===== config.mk =====
export PLATFORM = sky130hd
export DESIGN_NAME = doorway_passenger_counter_unit
export DESIGN_NICKNAME = d
export VERILOG_FILES = /design/src/hw/rtl/doorpc_pkg.sv /design/src/hw/rtl/doorpc_front.sv /design/src/hw/rtl/doorpc_fifo.sv /design/src/hw/rtl/doorpc_back.sv /design/src/hw/rtl/doorway_passenger_counter_unit.sv
export VERILOG_INCLUDE_DIRS = /design/src /design/src/hw/rtl
export SDC_FILE = /design/constraint.sdc
export NUM_CORES = 1
export LEC_CHECK = 0
export BUFFER_PORTS_ARGS = -buffer_cell sky130_fd_sc_hd__buf_2
export CAP_MARGIN = 30
export CORE_ASPECT_RATIO = 1.1
export CORE_UTILIZATION = 40
export CTS_BUF_LIST = sky130_fd_sc_hd__clkbuf_2 sky130_fd_sc_hd__clkbuf_4 sky130_fd_sc_hd__clkbuf_8
export DETAILED_ROUTE_END_ITERATION = 8
export PLACE_DENSITY = 0.64
export SETUP_SLACK_MARGIN = 0.02
export SLEW_MARGIN = 20
export SYNTH_ARGS = -nofsm -noshare
export SYNTH_HDL_FRONTEND = slang
export SYNTH_SLANG_ARGS = --single-unit

===== constraint.sdc =====
create_clock -name clk -period 14.5 [get_ports clk]
set_input_delay 2.175 -clock clk [delete_from_list [all_inputs] [get_ports clk]]
set_output_delay 2.175 -clock clk [all_outputs]
set_load 0.1 [all_outputs]

===== src/hw/rtl/doorway_passenger_counter_unit_defines.svh =====
// Assertion macros shared by the doorway passenger counter RTL.
`ifndef DOORWAY_PASSENGER_COUNTER_UNIT_DEFINES_SVH
`define DOORWAY_PASSENGER_COUNTER_UNIT_DEFINES_SVH

// same-cycle implication, sampled on clk, off while rst_n is low
`define DPC_ASSERT_NOW(name, ante, cons, msg) \
  name: assert property (@(posedge clk) disable iff (!rst_n) (ante) |-> (cons)) \
    else $error(msg);

// next-cycle implication, sampled on clk, off while rst_n is low
`define DPC_ASSERT_NEXT(name, ante, cons, msg) \
  name: assert property (@(posedge clk) disable iff (!rst_n) (ante) |=> (cons)) \
    else $error(msg);

`endif


===== src/hw/rtl/doorpc_pkg.sv =====
// Types, constants and helpers for the doorway passenger counter.
package doorpc_pkg;

  localparam int COORD_BITS  = 10;
  localparam int COUNT_BITS  = 20;
  localparam int DARK_BITS   = 20;
  localparam int SWING_BITS  = 20;
  localparam int NET_BITS    = 16;
  localparam int QUEUE_DEPTH = 4;

  localparam logic [COUNT_BITS-1:0] COUNT_MAX = '1;
  localparam logic [COUNT_BITS-1:0] LOW_MARK_RST  = COUNT_BITS'(1500);
  localparam logic [COUNT_BITS-1:0] HIGH_MARK_RST = COUNT_BITS'(2000);

  localparam logic [7:0]            DARK_THR_RST  = 8'd75;
  localparam logic [SWING_BITS-1:0] SWING_RST     = SWING_BITS'(2500);
  localparam logic [COORD_BITS-1:0] ROI_X_RST     = COORD_BITS'(100);
  localparam logic [COORD_BITS-1:0] ROI_Y_RST     = COORD_BITS'(190);
  localparam logic [COORD_BITS-1:0] ROI_W_RST     = COORD_BITS'(440);
  localparam logic [COORD_BITS-1:0] ROI_H_RST     = COORD_BITS'(100);
  localparam logic [7:0]            BAND_RST      = 8'd10;
  localparam logic [7:0]            WARMUP_RST    = 8'd11;

  localparam int CFG_IDX_BITS = 4;
  localparam logic [CFG_IDX_BITS-1:0] CFG_DARK_THR = 4'd0;
  localparam logic [CFG_IDX_BITS-1:0] CFG_SWING    = 4'd1;
  localparam logic [CFG_IDX_BITS-1:0] CFG_ROI_X    = 4'd2;
  localparam logic [CFG_IDX_BITS-1:0] CFG_ROI_Y    = 4'd3;
  localparam logic [CFG_IDX_BITS-1:0] CFG_ROI_W    = 4'd4;
  localparam logic [CFG_IDX_BITS-1:0] CFG_ROI_H    = 4'd5;
  localparam logic [CFG_IDX_BITS-1:0] CFG_BAND     = 4'd6;
  localparam logic [CFG_IDX_BITS-1:0] CFG_WARMUP   = 4'd7;
  localparam int CFG_DATA_BITS = 20;

  localparam logic [1:0] EV_NONE = 2'd0;
  localparam logic [1:0] EV_IN   = 2'd1;
  localparam logic [1:0] EV_OUT  = 2'd2;
  localparam logic [1:0] EV_WARM = 2'd3;

  typedef struct packed {
    logic [7:0]            pixel;
    logic [COORD_BITS-1:0] col;
    logic [COORD_BITS-1:0] row;
    logic                  frame_end;
  } pix_in_t;

  typedef struct packed {
    logic signed [NET_BITS-1:0] passenger_count;
    logic [1:0]                 event_res;
    logic [DARK_BITS-1:0]       dark_pixels;
    logic                       occupied;
  } result_t;

  typedef struct packed {
    logic [7:0]            dark_thr;
    logic [SWING_BITS-1:0] swing;
    logic [COORD_BITS-1:0] roi_x;
    logic [COORD_BITS-1:0] roi_y;
    logic [COORD_BITS-1:0] roi_w;
    logic [COORD_BITS-1:0] roi_h;
    logic [7:0]            band;
    logic [7:0]            warmup;
  } cfg_t;

  typedef struct packed {
    logic dark;
    logic top;
    logic bot;
    logic frame_end;
  } cls_t;

  function automatic logic [COUNT_BITS-1:0] sat_inc(input logic [COUNT_BITS-1:0] v);
    return (v == COUNT_MAX) ? v : v + 1'b1;
  endfunction

endpackage


===== src/hw/rtl/doorpc_front.sv =====
// Front end: takes pixel beats and classifies them against the counting region.
module doorpc_front import doorpc_pkg::*; (
  input  cfg_t    cfg,
  input  logic    in_valid,
  output logic    in_ready,
  input  pix_in_t in_data,
  input  logic    q_full,
  output logic    q_push,
  output cls_t    q_data
);

  localparam int SW = COORD_BITS + 1;

  logic [SW-1:0] col_w, row_w, band_w, x_end, y_end, top_lim;
  logic          in_x, in_y, dark;

  always_comb begin
    col_w   = {1'b0, in_data.col};
    row_w   = {1'b0, in_data.row};
    band_w  = SW'(cfg.band);
    x_end   = {1'b0, cfg.roi_x} + {1'b0, cfg.roi_w};
    y_end   = {1'b0, cfg.roi_y} + {1'b0, cfg.roi_h};
    top_lim = {1'b0, cfg.roi_y} + band_w;
    in_x    = (in_data.col >= cfg.roi_x) && (col_w < x_end);
    in_y    = (in_data.row >= cfg.roi_y) && (row_w < y_end);
    dark    = in_x && in_y && (in_data.pixel <= cfg.dark_thr);
    q_data.dark      = dark;
    q_data.top       = dark && (row_w < top_lim);
    q_data.bot       = dark && ((row_w + band_w) >= y_end);
    q_data.frame_end = in_data.frame_end;
  end

  assign in_ready = !q_full;
  assign q_push   = in_valid && !q_full;

endmodule


===== src/hw/rtl/doorpc_fifo.sv =====
// Short queue of classified pixel beats between front and back end.
`include "doorway_passenger_counter_unit_defines.svh"
module doorpc_fifo import doorpc_pkg::*; #(
  parameter int DEPTH = QUEUE_DEPTH
) (
  input  logic clk,
  input  logic rst_n,
  input  logic push,
  input  cls_t push_data,
  output logic full,
  input  logic pop,
  output logic not_empty,
  output cls_t pop_data
);

  localparam int AW = (DEPTH > 1) ? $clog2(DEPTH) : 1;
  localparam int CW = $clog2(DEPTH + 1);
  localparam logic [AW-1:0] LAST = AW'(DEPTH - 1);
  localparam logic [CW-1:0] FULL_CNT = CW'(DEPTH);

  cls_t          mem [DEPTH];
  logic [AW-1:0] wr_ptr_r, wr_ptr_nxt, rd_ptr_r, rd_ptr_nxt;
  logic [CW-1:0] count_r, count_nxt;

  always_comb begin
    wr_ptr_nxt = wr_ptr_r;
    rd_ptr_nxt = rd_ptr_r;
    count_nxt  = count_r;
    if (push) begin
      wr_ptr_nxt = (wr_ptr_r == LAST) ? '0 : wr_ptr_r + 1'b1;
    end
    if (pop) begin
      rd_ptr_nxt = (rd_ptr_r == LAST) ? '0 : rd_ptr_r + 1'b1;
    end
    if (push && !pop) begin
      count_nxt = count_r + 1'b1;
    end else if (pop && !push) begin
      count_nxt = count_r - 1'b1;
    end
  end

  always_ff @(posedge clk) begin
    if (!rst_n) begin
      wr_ptr_r <= '0;
      rd_ptr_r <= '0;
      count_r  <= '0;
    end else begin
      wr_ptr_r <= wr_ptr_nxt;
      rd_ptr_r <= rd_ptr_nxt;
      count_r  <= count_nxt;
    end
  end

  always_ff @(posedge clk) begin
    if (push) begin
      mem[wr_ptr_r] <= push_data;
    end
  end

  assign full      = (count_r == FULL_CNT);
  assign not_empty = (count_r != '0);
  assign pop_data  = mem[rd_ptr_r];

  `DPC_ASSERT_NOW(a_q_bound, 1'b1, count_r <= FULL_CNT, "queue count beyond depth")
  `DPC_ASSERT_NOW(a_q_push_room, push, !full, "push into full queue")
  `DPC_ASSERT_NOW(a_q_pop_data, pop, not_empty, "pop from empty queue")
  `DPC_ASSERT_NEXT(a_q_drain, pop && !push, count_r == $past(count_r) - 1'b1, "queue count lost a pop")

endmodule


===== src/hw/rtl/doorpc_back.sv =====
// Back end: accumulates frame counts and runs the valley/peak tracker at frame end.
`include "doorway_passenger_counter_unit_defines.svh"
module doorpc_back import doorpc_pkg::*; (
  input  logic    clk,
  input  logic    rst_n,
  input  cfg_t    cfg,
  input  logic    q_valid,
  input  cls_t    q_data,
  output logic    q_pop,
  output logic    out_valid,
  input  logic    out_ready,
  output result_t out_data
);

  localparam int DW   = COUNT_BITS + 2;
  localparam int SUMW = COUNT_BITS + 3;
  localparam logic signed [NET_BITS-1:0] NET_MAX = {1'b0, {(NET_BITS-1){1'b1}}};
  localparam logic signed [NET_BITS-1:0] NET_MIN = {1'b1, {(NET_BITS-1){1'b0}}};

  logic [COUNT_BITS-1:0] dark_r, dark_nxt, top_r, top_nxt, bot_r, bot_nxt;
  logic [COUNT_BITS-1:0] dark_inc, top_inc, bot_inc;
  logic [COUNT_BITS-1:0] fr_dark_r, fr_top_r, fr_bot_r;
  logic                  fe_r, fe_nxt;

  logic [7:0]                  frames_r, frames_nxt;
  logic                        primed_r, primed_nxt;
  logic [COUNT_BITS-1:0]       prev_r, prev_nxt, low_r, low_nxt, high_r, high_nxt;
  logic                        rising_r, rising_nxt, inside_r, inside_nxt;
  logic signed [COUNT_BITS:0]  st_r, st_nxt, sb_r, sb_nxt;
  logic signed [NET_BITS-1:0]  net_r, net_nxt, net_inc, net_dec;
  logic                        out_valid_r, out_valid_nxt;
  result_t                     out_data_r, out_data_nxt;

  logic                        b_go, warm, up, enter, leave, inside_mid, dir_in;
  logic [DW-1:0]               lo_diff, hi_diff, swing_ext;
  logic signed [SUMW-1:0]      dir_sum;
  logic signed [COUNT_BITS:0]  top_s, bot_s;
  logic [1:0]                  ev;

  assign b_go  = !out_valid_r || out_ready;
  assign q_pop = q_valid && (!fe_r || b_go);

  always_comb begin
    dark_inc = q_data.dark ? sat_inc(dark_r) : dark_r;
    top_inc  = q_data.top ? sat_inc(top_r) : top_r;
    bot_inc  = q_data.bot ? sat_inc(bot_r) : bot_r;
    dark_nxt = dark_r;
    top_nxt  = top_r;
    bot_nxt  = bot_r;
    fe_nxt   = fe_r && !b_go;
    if (q_pop) begin
      fe_nxt = q_data.frame_end;
      if (q_data.frame_end) begin
        dark_nxt = '0;
        top_nxt  = '0;
        bot_nxt  = '0;
      end else begin
        dark_nxt = dark_inc;
        top_nxt  = top_inc;
        bot_nxt  = bot_inc;
      end
    end
  end

  always_comb begin
    warm       = frames_r < cfg.warmup;
    up         = fr_dark_r >= prev_r;
    swing_ext  = DW'(cfg.swing);
    lo_diff    = {2'b00, fr_dark_r} - {2'b00, low_r};
    hi_diff    = {2'b00, high_r} - {2'b00, fr_dark_r};
    enter      = primed_r && !inside_r && up && ($signed(lo_diff) > $signed(swing_ext));
    leave      = inside_r && ($signed(hi_diff) > $signed(swing_ext));
    inside_mid = inside_r || enter;
    top_s      = $signed({1'b0, fr_top_r});
    bot_s      = $signed({1'b0, fr_bot_r});
    dir_sum    = SUMW'(st_r) - SUMW'(top_s) + SUMW'(bot_s) - SUMW'(sb_r);
    dir_in     = dir_sum[SUMW-1];
    net_inc    = (net_r != NET_MAX) ? net_r + 1'b1 : net_r;
    net_dec    = (net_r != NET_MIN) ? net_r - 1'b1 : net_r;

    frames_nxt    = frames_r;
    primed_nxt    = primed_r;
    prev_nxt      = prev_r;
    low_nxt       = low_r;
    high_nxt      = high_r;
    rising_nxt    = rising_r;
    inside_nxt    = inside_r;
    st_nxt        = st_r;
    sb_nxt        = sb_r;
    net_nxt       = net_r;
    ev            = EV_NONE;
    out_valid_nxt = out_ready ? 1'b0 : out_valid_r;
    out_data_nxt  = out_data_r;

    if (fe_r && b_go) begin
      if (warm) begin
        frames_nxt = frames_r + 1'b1;
        ev         = EV_WARM;
      end else begin
        primed_nxt = 1'b1;
        prev_nxt   = fr_dark_r;
        rising_nxt = up;
        if (!primed_r || (!rising_r && up &&
            ((!inside_r && (fr_dark_r < low_r)) || inside_mid))) begin
          low_nxt = fr_dark_r;
        end
        if (!primed_r || enter ||
            (inside_mid && rising_r && !up && (fr_dark_r > high_r))) begin
          high_nxt = fr_dark_r;
        end
        if (enter) begin
          inside_nxt = 1'b1;
          st_nxt     = top_s;
          sb_nxt     = bot_s;
        end
        if (leave) begin
          inside_nxt = 1'b0;
          st_nxt     = st_r - top_s;
          sb_nxt     = bot_s - sb_r;
          if (dir_in) begin
            net_nxt = net_inc;
            ev      = EV_IN;
          end else begin
            net_nxt = net_dec;
            ev      = EV_OUT;
          end
        end
      end
      out_valid_nxt                = 1'b1;
      out_data_nxt.passenger_count = net_nxt;
      out_data_nxt.event_res       = ev;
      out_data_nxt.dark_pixels     = DARK_BITS'(fr_dark_r);
      out_data_nxt.occupied        = inside_nxt;
    end
  end

  always_ff @(posedge clk) begin
    if (!rst_n) begin
      dark_r      <= '0;
      top_r       <= '0;
      bot_r       <= '0;
      fe_r        <= 1'b0;
      frames_r    <= '0;
      primed_r    <= 1'b0;
      prev_r      <= '0;
      low_r       <= LOW_MARK_RST;
      high_r      <= HIGH_MARK_RST;
      rising_r    <= 1'b0;
      inside_r    <= 1'b0;
      st_r        <= '0;
      sb_r        <= '0;
      net_r       <= '0;
      out_valid_r <= 1'b0;
    end else begin
      dark_r      <= dark_nxt;
      top_r       <= top_nxt;
      bot_r       <= bot_nxt;
      fe_r        <= fe_nxt;
      frames_r    <= frames_nxt;
      primed_r    <= primed_nxt;
      prev_r      <= prev_nxt;
      low_r       <= low_nxt;
      high_r      <= high_nxt;
      rising_r    <= rising_nxt;
      inside_r    <= inside_nxt;
      st_r        <= st_nxt;
      sb_r        <= sb_nxt;
      net_r       <= net_nxt;
      out_valid_r <= out_valid_nxt;
    end
  end

  always_ff @(posedge clk) begin
    out_data_r <= out_data_nxt;
    if (q_pop && q_data.frame_end) begin
      fr_dark_r <= dark_inc;
      fr_top_r  <= top_inc;
      fr_bot_r  <= bot_inc;
    end
  end

  assign out_valid = out_valid_r;
  assign out_data  = out_data_r;

  `DPC_ASSERT_NEXT(a_fe_hold, fe_r && !b_go, fe_r, "frame end dropped while output stalled")
  `DPC_ASSERT_NOW(a_one_edge, fe_r && b_go, !(enter && leave), "enter and leave in one frame")
  `DPC_ASSERT_NEXT(a_leave_res, fe_r && b_go && !warm && leave, out_valid_r && !out_data_r.occupied && (out_data_r.event_res == EV_IN || out_data_r.event_res == EV_OUT), "leave without direction result")

endmodule


===== src/hw/rtl/doorway_passenger_counter_unit.sv =====
// Top level of the doorway passenger counter: config registers, front, queue, back.
//
//   channel  | ports                                      | beat
//   ---------+--------------------------------------------+------------------------------
//   in       | in_valid, in_ready, in_data                | one pixel with col, row, end
//   out      | out_valid, out_ready, out_data             | one result per frame end
//   cfg      | cfg_valid, cfg_ready, cfg_index, cfg_data  | one register write
//
// Sustains one pixel beat per cycle while the queue is not full; the region compare in
// the front end is combinational and the back end counts each beat as it is popped.
// A frame-end result passes the queue, the back end's frame registers, then the tracker.
// Reset is synchronous; config returns to its defaults, no clearing pass.
// The four-entry queue absorbs output stalls; in_ready drops only when it is full.
// cfg_ready is always high; indexes beyond the register list are dropped.
module doorway_passenger_counter_unit import doorpc_pkg::*; #(
  parameter int DEPTH = QUEUE_DEPTH
) (
  input  logic                     clk,
  input  logic                     rst_n,
  input  logic                     in_valid,
  output logic                     in_ready,
  input  pix_in_t                  in_data,
  output logic                     out_valid,
  input  logic                     out_ready,
  output result_t                  out_data,
  input  logic                     cfg_valid,
  output logic                     cfg_ready,
  input  logic [CFG_IDX_BITS-1:0]  cfg_index,
  input  logic [CFG_DATA_BITS-1:0] cfg_data
);

  cfg_t cfg_r, cfg_nxt;
  logic q_full, q_push, q_pop, q_valid;
  cls_t q_in, q_out;

  always_comb begin
    cfg_nxt = cfg_r;
    if (cfg_valid) begin
      unique case (cfg_index)
        CFG_DARK_THR: cfg_nxt.dark_thr = cfg_data[7:0];
        CFG_SWING:    cfg_nxt.swing    = cfg_data[SWING_BITS-1:0];
        CFG_ROI_X:    cfg_nxt.roi_x    = cfg_data[COORD_BITS-1:0];
        CFG_ROI_Y:    cfg_nxt.roi_y    = cfg_data[COORD_BITS-1:0];
        CFG_ROI_W:    cfg_nxt.roi_w    = cfg_data[COORD_BITS-1:0];
        CFG_ROI_H:    cfg_nxt.roi_h    = cfg_data[COORD_BITS-1:0];
        CFG_BAND:     cfg_nxt.band     = cfg_data[7:0];
        CFG_WARMUP:   cfg_nxt.warmup   = cfg_data[7:0];
        default:      cfg_nxt          = cfg_r;
      endcase
    end
  end

  always_ff @(posedge clk) begin
    if (!rst_n) begin
      cfg_r.dark_thr <= DARK_THR_RST;
      cfg_r.swing    <= SWING_RST;
      cfg_r.roi_x    <= ROI_X_RST;
      cfg_r.roi_y    <= ROI_Y_RST;
      cfg_r.roi_w    <= ROI_W_RST;
      cfg_r.roi_h    <= ROI_H_RST;
      cfg_r.band     <= BAND_RST;
      cfg_r.warmup   <= WARMUP_RST;
    end else begin
      cfg_r <= cfg_nxt;
    end
  end

  assign cfg_ready = 1'b1;

  doorpc_front u_front (
    .cfg      (cfg_r),
    .in_valid (in_valid),
    .in_ready (in_ready),
    .in_data  (in_data),
    .q_full   (q_full),
    .q_push   (q_push),
    .q_data   (q_in)
  );

  doorpc_fifo #(
    .DEPTH (DEPTH)
  ) u_fifo (
    .clk       (clk),
    .rst_n     (rst_n),
    .push      (q_push),
    .push_data (q_in),
    .full      (q_full),
    .pop       (q_pop),
    .not_empty (q_valid),
    .pop_data  (q_out)
  );

  doorpc_back u_back (
    .clk       (clk),
    .rst_n     (rst_n),
    .cfg       (cfg_r),
    .q_valid   (q_valid),
    .q_data    (q_out),
    .q_pop     (q_pop),
    .out_valid (out_valid),
    .out_ready (out_ready),
    .out_data  (out_data)
  );

endmodule

==> results.sh, run 1 <==
export IMPL_die_width_um=243.7
export IMPL_cts_repair_resized=0
export IMPL_rows=97
export IMPL_clockBufferDepth=3
export IMPL_period_share=0.4036
export IMPL_synth_area_leaders="dfxtp_1, ha_1, edfxtp_1"
export IMPL_die_h_um=267.9
export IMPL_worstReg2RegStart="u_back.fr_dark_r[1]$_DFFE_PP_"
export IMPL_synth_compound_area_frac=0.1836
export IMPL_synthMuxAreaShare=0.02590
export IMPL_start_util=0.4041
export IMPL_synth_top_area_frac=0.2212
export IMPL_p_per_area_nw_per_um2=164.5
export IMPL_setup_viol=0
export IMPL_synthToLayoutAreaGrowth_pct=10.75
export IMPL_syn_inst=2871
export IMPL_synth_main_ff_cell="dfxtp_1"
export IMPL_ir_worst_vdd_mv=0.09944
export IMPL_root_buffer="clkbuf_8"
export IMPL_drtIter0Drc=1142
export IMPL_synth_top_family_by_area="compound AO/OA/AOI/OAI gates"
export IMPL_synth_xor_area_share=0.05691
export IMPL_cp_start_kind="flip-flop"
export IMPL_grt_overflow=0
export IMPL_fmax_mhz=170.9
export IMPL_synthArstFlopShare=0
export IMPL_drc=0
export IMPL_clk_latency_ps=660
export IMPL_core_area_um2=63600
export IMPL_crit_type="flip-flop to flip-flop"
export IMPL_tns_ps=0
export IMPL_netlist_area_um2=25700
export IMPL_routed_wl_mm=62.53
export IMPL_clock_skew_ps=44.33
export IMPL_synth_edf_count=115
export IMPL_routedWlPerCell_um=16.30
export IMPL_fin_crit_ps=5852
export IMPL_slew_viol_final=0
export IMPL_htreeDepth=3
export IMPL_synth_cell_type_count=112
export IMPL_fillers=6263
export IMPL_drive_gt1_frac=0.1005
export IMPL_rsz0062_at_grt="false"
export IMPL_io_buffers=98
export IMPL_dp_slack_ps=8309
export IMPL_hp_class="flip-flop to flip-flop"
export IMPL_arrival_ps=6390
export IMPL_antenna_found_initial=4
export IMPL_grt_max_degree=112
export IMPL_cap_viol_max_count=0
export IMPL_numCtsBuffers=72
export IMPL_drtAntennaViolNets=0
export IMPL_grt_pass1_vias=19590
export IMPL_p_total_uw=4684
export IMPL_final_nets=3308
export IMPL_cts_hold_buf=0
export IMPL_crit_start="u_back.fr_dark_r[1]$_DFFE_PP_"
export IMPL_syn_num_nets=3242
export IMPL_cp_required_ps=15040
export IMPL_track_usage=0.1912
export IMPL_cts_sinks=399
export IMPL_pin_count=100
export IMPL_cp_end_kind="flip-flop"
export IMPL_grt_pass1_wl_mm=101.3
export IMPL_leakagePower_uw=0.01177
export IMPL_place_gp_congestion=0.8823
export IMPL_status="completed"
export IMPL_vias_per_cell=5.350
export IMPL_hold_viol_final=0
export IMPL_critPathMaxFanout=49
export IMPL_dieArea_um2=65270
export IMPL_synthSimpleGateAreaFrac=0.1643
export IMPL_yosys_area_top_type="dfxtp_1"
export IMPL_cts_tree="built"
export IMPL_syn_avg_cell_area_um2=8.952
export IMPL_worst_slack_ps=8648
export IMPL_vias=20530
export IMPL_maxSlewHeadroom=0.3593
export IMPL_place_hpwl_mm=45.13
export IMPL_yosysWarnings=0
export IMPL_cts_setup_buffers=0
export IMPL_worst_pin_slew_ps=961.1
export IMPL_hold_start="cfg_r[69]$_SDFFE_PN0P_"
export IMPL_yosysSeqAreaShare=0.3556
export IMPL_final_util=0.4476
export IMPL_dr_pass1_iters=7
export IMPL_synth_seq_cells=399
export IMPL_synthAdderAreaFrac=0.1605
export IMPL_clk_pin_slew_ps=60
-- cell usage in the layout, fill, tap and decap left out, types with 10 or more instances in the layout --
cell        n
edfxtp_1  115
inv_1     201
and3_1     25
a211oi_1   29
nand2_1   236
xnor2_1   101
or3_1      20
buf_2      98
o221ai_1   23
fa_1       28
buf_4      20
o21a_1     38
nor2_1    285
nor2b_1    27
dfxtp_1   284
a21oi_1   203
and2_1     15
o31a_1     10
nand3_1    94
a31oi_1    35
nor3_1     50
o21bai_1   22
a21o_1     54
nand4_1    33
xor2_1     66
mux2i_1    53
clkbuf_8   77
ha_1      285
o31ai_1    12
a22oi_1    31
clkinv_1   11
nand2b_1   33
clkbuf_4   18
o211ai_1   42
o21ai_0   116
-- Yosys cell counts, drive strengths merged (66+ instances only) --
cell type and instances:
o21ai 120, inv 204, ha 285, nor2 287, a21oi 204, dfxtp 284
nand2 237, nand3 95, edfxtp 115, clkbuf 89, xor2 66, xnor2 101
-- sequential cells by signal (all words and copies together) (netlist names), 2 cells and up, named ones only --
signal            flops
u_back.prev_r        20
u_back.net_r         16
u_back.high_r        20
u_back.out_data      39
u_back.fr_dark_r     20
u_fifo.rd_ptr_r       2
u_fifo.wr_ptr_r       2
u_fifo.count_r        3
u_back.fr_top_r      20
u_back.dark_r        20
u_back.low_r         20
cfg_r                84
u_back.st_r          21
u_back.sb_r          21
u_back.fr_bot_r      20
u_back.frames_r       8
u_fifo.mem           16
u_back.bot_r         20
u_back.top_r         20
-- cells by family after synthesis --
| family | Yosys count |
|---|---|
| other | 1 |
| AO/OA/AOI/OAI | 707 |
| AND/OR/NAND/NOR | 890 |
| adder cells (fa/ha/maj) | 313 |
| flip-flops | 399 |
| multiplexers | 62 |
| XOR/XNOR | 167 |
| buffers and inverters | 332 |
-- power breakdown --
part	leakage, uW	total [uW]	internal (uW)	switching, uW
registers	0.00339	1470	1320	153
logic	0.00754	2010	749	1260
clock network	0.000835	1200	704	500
total	0.0118	4680	2770	1910
-- routing by layer --
layer  up-vias  GRT usage  wire length (um)
met5         -          0                 8
met4         2    0.06943              1707
met3        96    0.02996              3220
met2       463     0.3175             28340
met1      9555     0.2508             29250
li1      10410          -                 -
-- final cells by class --
| class | count | area, um^2 | area share |
|---|---|---|---|
| Tap cell | 841 | 1052 | 0.03697 |
| Clock buffer | 95 | 1195 | 0.04198 |
| Multi-Input combinational cell | 2140 | 15230 | 0.5349 |
| Timing Repair Buffer | 119 | 651.9 | 0.02290 |
| Sequential cell | 399 | 9139 | 0.3211 |
| Inverter | 205 | 774.5 | 0.02721 |
| Antenna cell | 2 | 5.005 | 0.0001758 |
| Clock inverter | 36 | 420.4 | 0.01477 |
-- through the flow --
stage	hold WS, ps	instance area (um^2)	instances
floorplan	436.3	25700	2871
global placement	443.4	26810	3700
detailed placement	450.3	26840	3703
CTS	458.0	28450	3834
global route	468.1	28460	3837
finish	453.2	28460	3837
-- critical path, stage by stage, from the launching register on --
cell and delay [ps]:
edfxtp_1 500, ha_1 310, nor2b_1 140, o31ai_1 370, a21oi_1 220, o21a_1 210, nor2_1 170, o21bai_1 80
a21oi_1 190, xnor2_1 90, ha_1 290, nand2_1 70, nor4_1 530, o21ai_0 260, a31oi_1 300, o31ai_1 180
or4b_2 640, buf_4 320, nand2_4 410, o32ai_1 160, a31o_2 240
-- path summary, 6_finish.rpt --
kind | depth (start not counted) | slack [ps] | to
setup reg to reg | 20 | 8650 | u_back.st_r[18]$_SDFFE_PN0P_
setup / recovery | 20 | 8650 | u_back.st_r[18]$_SDFFE_PN0P_
hold / removal | 2 | 450 | cfg_r[69]$_SDFFE_PN0P_
hold reg to reg | 2 | 450 | cfg_r[69]$_SDFFE_PN0P_
Power figures use the tool's default switching activity.
==> run 2, diff against run 1 <==
--- a/config.mk
+++ b/config.mk
@@ -12,7 +12,7 @@
 export CORE_UTILIZATION = 40
 export CTS_BUF_LIST = sky130_fd_sc_hd__clkbuf_2 sky130_fd_sc_hd__clkbuf_4 sky130_fd_sc_hd__clkbuf_8
 export DETAILED_ROUTE_END_ITERATION = 8
-export PLACE_DENSITY = 0.64
+export PLACE_DENSITY = 0.66
 export SETUP_SLACK_MARGIN = 0.02
 export SLEW_MARGIN = 20
 export SYNTH_ARGS = -nofsm -noshare
==> constraint.sdc (replaced) <==
create_clock -name clk -period 5.11 [get_ports clk]
set_input_delay 0.7665 -clock clk [delete_from_list [all_inputs] [get_ports clk]]
set_output_delay 0.7665 -clock clk [all_outputs]
set_load 0.1 [all_outputs]
==> results.sh, run 2 (synthesized netlist as in run 1, its figures left out) <==
export IMPL_status="finished, violations left"
export IMPL_violations="setup timing"
export IMPL_rows=97
export IMPL_numCtsBuffers=72
export IMPL_place_hpwl_mm=46.66
export IMPL_root_buffer="clkbuf_8"
export IMPL_place_gp_congestion=0.8629
export IMPL_drtAntennaViolNets=0
export IMPL_final_common_cell="dfxtp_1"
export IMPL_start_util=0.4041
export IMPL_worstRegToRegCells=20
export IMPL_final_nets=3387
export IMPL_hp_class="input port to flip-flop"
export IMPL_worstReg2RegStart="u_back.fr_top_r[6]$_DFFE_PP_"
export IMPL_crit_start="u_back.fr_top_r[6]$_DFFE_PP_"
export IMPL_dieArea_um2=65270
export IMPL_dr_pass1_iters=7
export IMPL_cts_hold_buf=0
export IMPL_clockBufferDepth=3
export IMPL_ir_worst_vdd_mv=0.3377
export IMPL_layout_common_cells="dfxtp_1, nor2_1, ha_1"
export IMPL_grt_pass1_vias=20020
export IMPL_wl_met2_mm=29.69
export IMPL_htreeDepth=3
export IMPL_dp_slack_ps=-212.5
export IMPL_cts_sinks=399
export IMPL_clk_pin_slew_ps=70
export IMPL_cp_start_kind="flip-flop"
export IMPL_grt_pass1_wl_mm=102.6
export IMPL_clock_skew_ps=34.06
export IMPL_dr_max_layer_used="met5"
export IMPL_setup_viol=7
export IMPL_grt_max_degree=88
export IMPL_core_area_um2=63600
export IMPL_maxSlewHeadroom=0.4275
export IMPL_fmax_mhz=191.8
export IMPL_cp_required_ps=5680
export IMPL_clk_latency_ps=670
export IMPL_antenna_found_initial=3
export IMPL_drc=0
export IMPL_cts_tree="built"
export IMPL_pin_count=100
export IMPL_critPathMaxFanout=6
export IMPL_wl_met3_mm=2.686
export IMPL_place_area_um2=27370
export IMPL_largest_register="cfg_r"
export IMPL_vias=20920
export IMPL_routedWlPerCell_um=16.33
export IMPL_routed_wl_mm=63.94
export IMPL_largest_reg_flops=84
export IMPL_hold_viol_final=0
export IMPL_drive_gt1_frac=0.1429
export IMPL_holdWs_ps=338.9
export IMPL_worst_slack_ps=-102.8
export IMPL_final_util=0.4628
export IMPL_worst_pin_slew_ps=855.6
export IMPL_cap_viol_max_count=0
export IMPL_track_usage=0.1938
export IMPL_slew_viol_final=0
export IMPL_die_width_um=243.7
export IMPL_p_per_area_nw_per_um2=471.1
export IMPL_die_h_um=267.9
export IMPL_period_share=1.020
export IMPL_rrSetupSlack_ps=-100
export IMPL_final_area_um2=29430
export IMPL_rr_endpoint="u_back.net_r[11]$_SDFFE_PN0P_"
export IMPL_wl_met1_mm=29.76
export IMPL_setup_worst_path_end="u_back.net_r[11]$_SDFFE_PN0P_"
export IMPL_grt_overflow=0
export IMPL_io_buffers=98
export IMPL_p_total_uw=13870
export IMPL_fin_crit_ps=5213
export IMPL_crit_type="flip-flop to flip-flop"
export IMPL_drtIter0Drc=1103
export IMPL_vias_per_cell=5.345
export IMPL_rsz0062_at_grt="true"
export IMPL_synthToLayoutAreaGrowth_pct=14.52
export IMPL_arrival_ps=5780
export IMPL_leakagePower_uw=0.01222
export IMPL_cp_end_kind="flip-flop"
-- run 2: cell count changes in the layout (fill, tap and decap cells not counted), moves of 7 or more --
| cell | previous run | this run |
|---|---|---|
| bufinv_16 | 9 | 2 |
| clkbuf_4 | 18 | 31 |
| buf_4 | 20 | 86 |
| buf_12 | 0 | 7 |
| ha_1 | 285 | 276 |
-- run 2: routing by layer --
layer / vias to the layer above / GRT usage
li1: 10580 / -
met1: 9813 / 0.2490
met2: 414 / 0.3270
met3: 116 / 0.03116
met4: 2 / 0.07145
met5: - / 0
-- run 2: worst max-delay path, stage by stage (launching register included) --
cell      delay (ps)
edfxtp_1         340
inv_1             50
ha_2             170
or4_1            520
o22a_1           230
a221oi_2         270
nand3b_1         230
a31oi_4          140
and3_4           210
a211oi_4         230
fa_1             500
ha_4             310
nand4_1          110
nor2_2           190
nand2_2           80
or4_4            440
o211ai_4         170
nor2b_4          270
a32oi_2          140
or3_1            380
a21oi_2          140
-- run 2: stage by stage --
| step | cells | setup TNS, ps |
|---|---|---|
| floorplan | 2871 | 0 |
| global placement | 3764 | -834.0 |
| CTS | 3904 | -38.71 |
| detailed placement | 3764 | -2981 |
| global route | 3915 | -4387 |
| finish | 3915 | -356.4 |
-- run 2: worst min-delay path by stage --
stage	start	end	slack, ps	cells past startpoint
2_1_floorplan	cfg_r[57]$_SDFFE_PN0P_	cfg_r[57]$_SDFFE_PN0P_	440	2
3_3_place_gp	cfg_r[69]$_SDFFE_PN0P_	cfg_r[69]$_SDFFE_PN0P_	440	2
3_5_place_dp	cfg_r[68]$_SDFFE_PN0P_	cfg_r[68]$_SDFFE_PN0P_	450	2
4_1_cts	cfg_data[18]	cfg_r[74]$_SDFFE_PN0P_	290	3
5_1_grt	in_data[0]	u_fifo.mem[2][0]$_DFFE_PP_	320	1
6_report	cfg_data[18]	cfg_r[74]$_SDFFE_PN0P_	340	3
-- run 2: power breakdown --
| group | leakage (uW) | internal [uW] | switching, uW |
|---|---|---|---|
| combinational | 0.00802 | 2680 | 3950 |
| clock | 0.000806 | 1790 | 1390 |
| sequential | 0.00339 | 3730 | 332 |
-- run 2: cell type report --
class / count / area, um^2
Inverter: 205 / 774.5
Multi-Input combinational cell: 2141 / 15600
Clock inverter: 19 / 163.9
Tap cell: 841 / 1052
Antenna cell: 1 / 2.502
Sequential cell: 399 / 9140
Fill cell: 6176 / 34160
Clock buffer: 112 / 1348
Timing Repair Buffer: 197 / 1358
-- run 2: repair_timing --
| action | CTS | global route |
|---|---|---|
| cloned | 2 | 1 |
| buffers inserted | 7 | 7 |
| pin swaps | 20 | 42 |
| setup endpoints to repair | 30 | 77 |
| gates resized for setup | 24 | 48 |
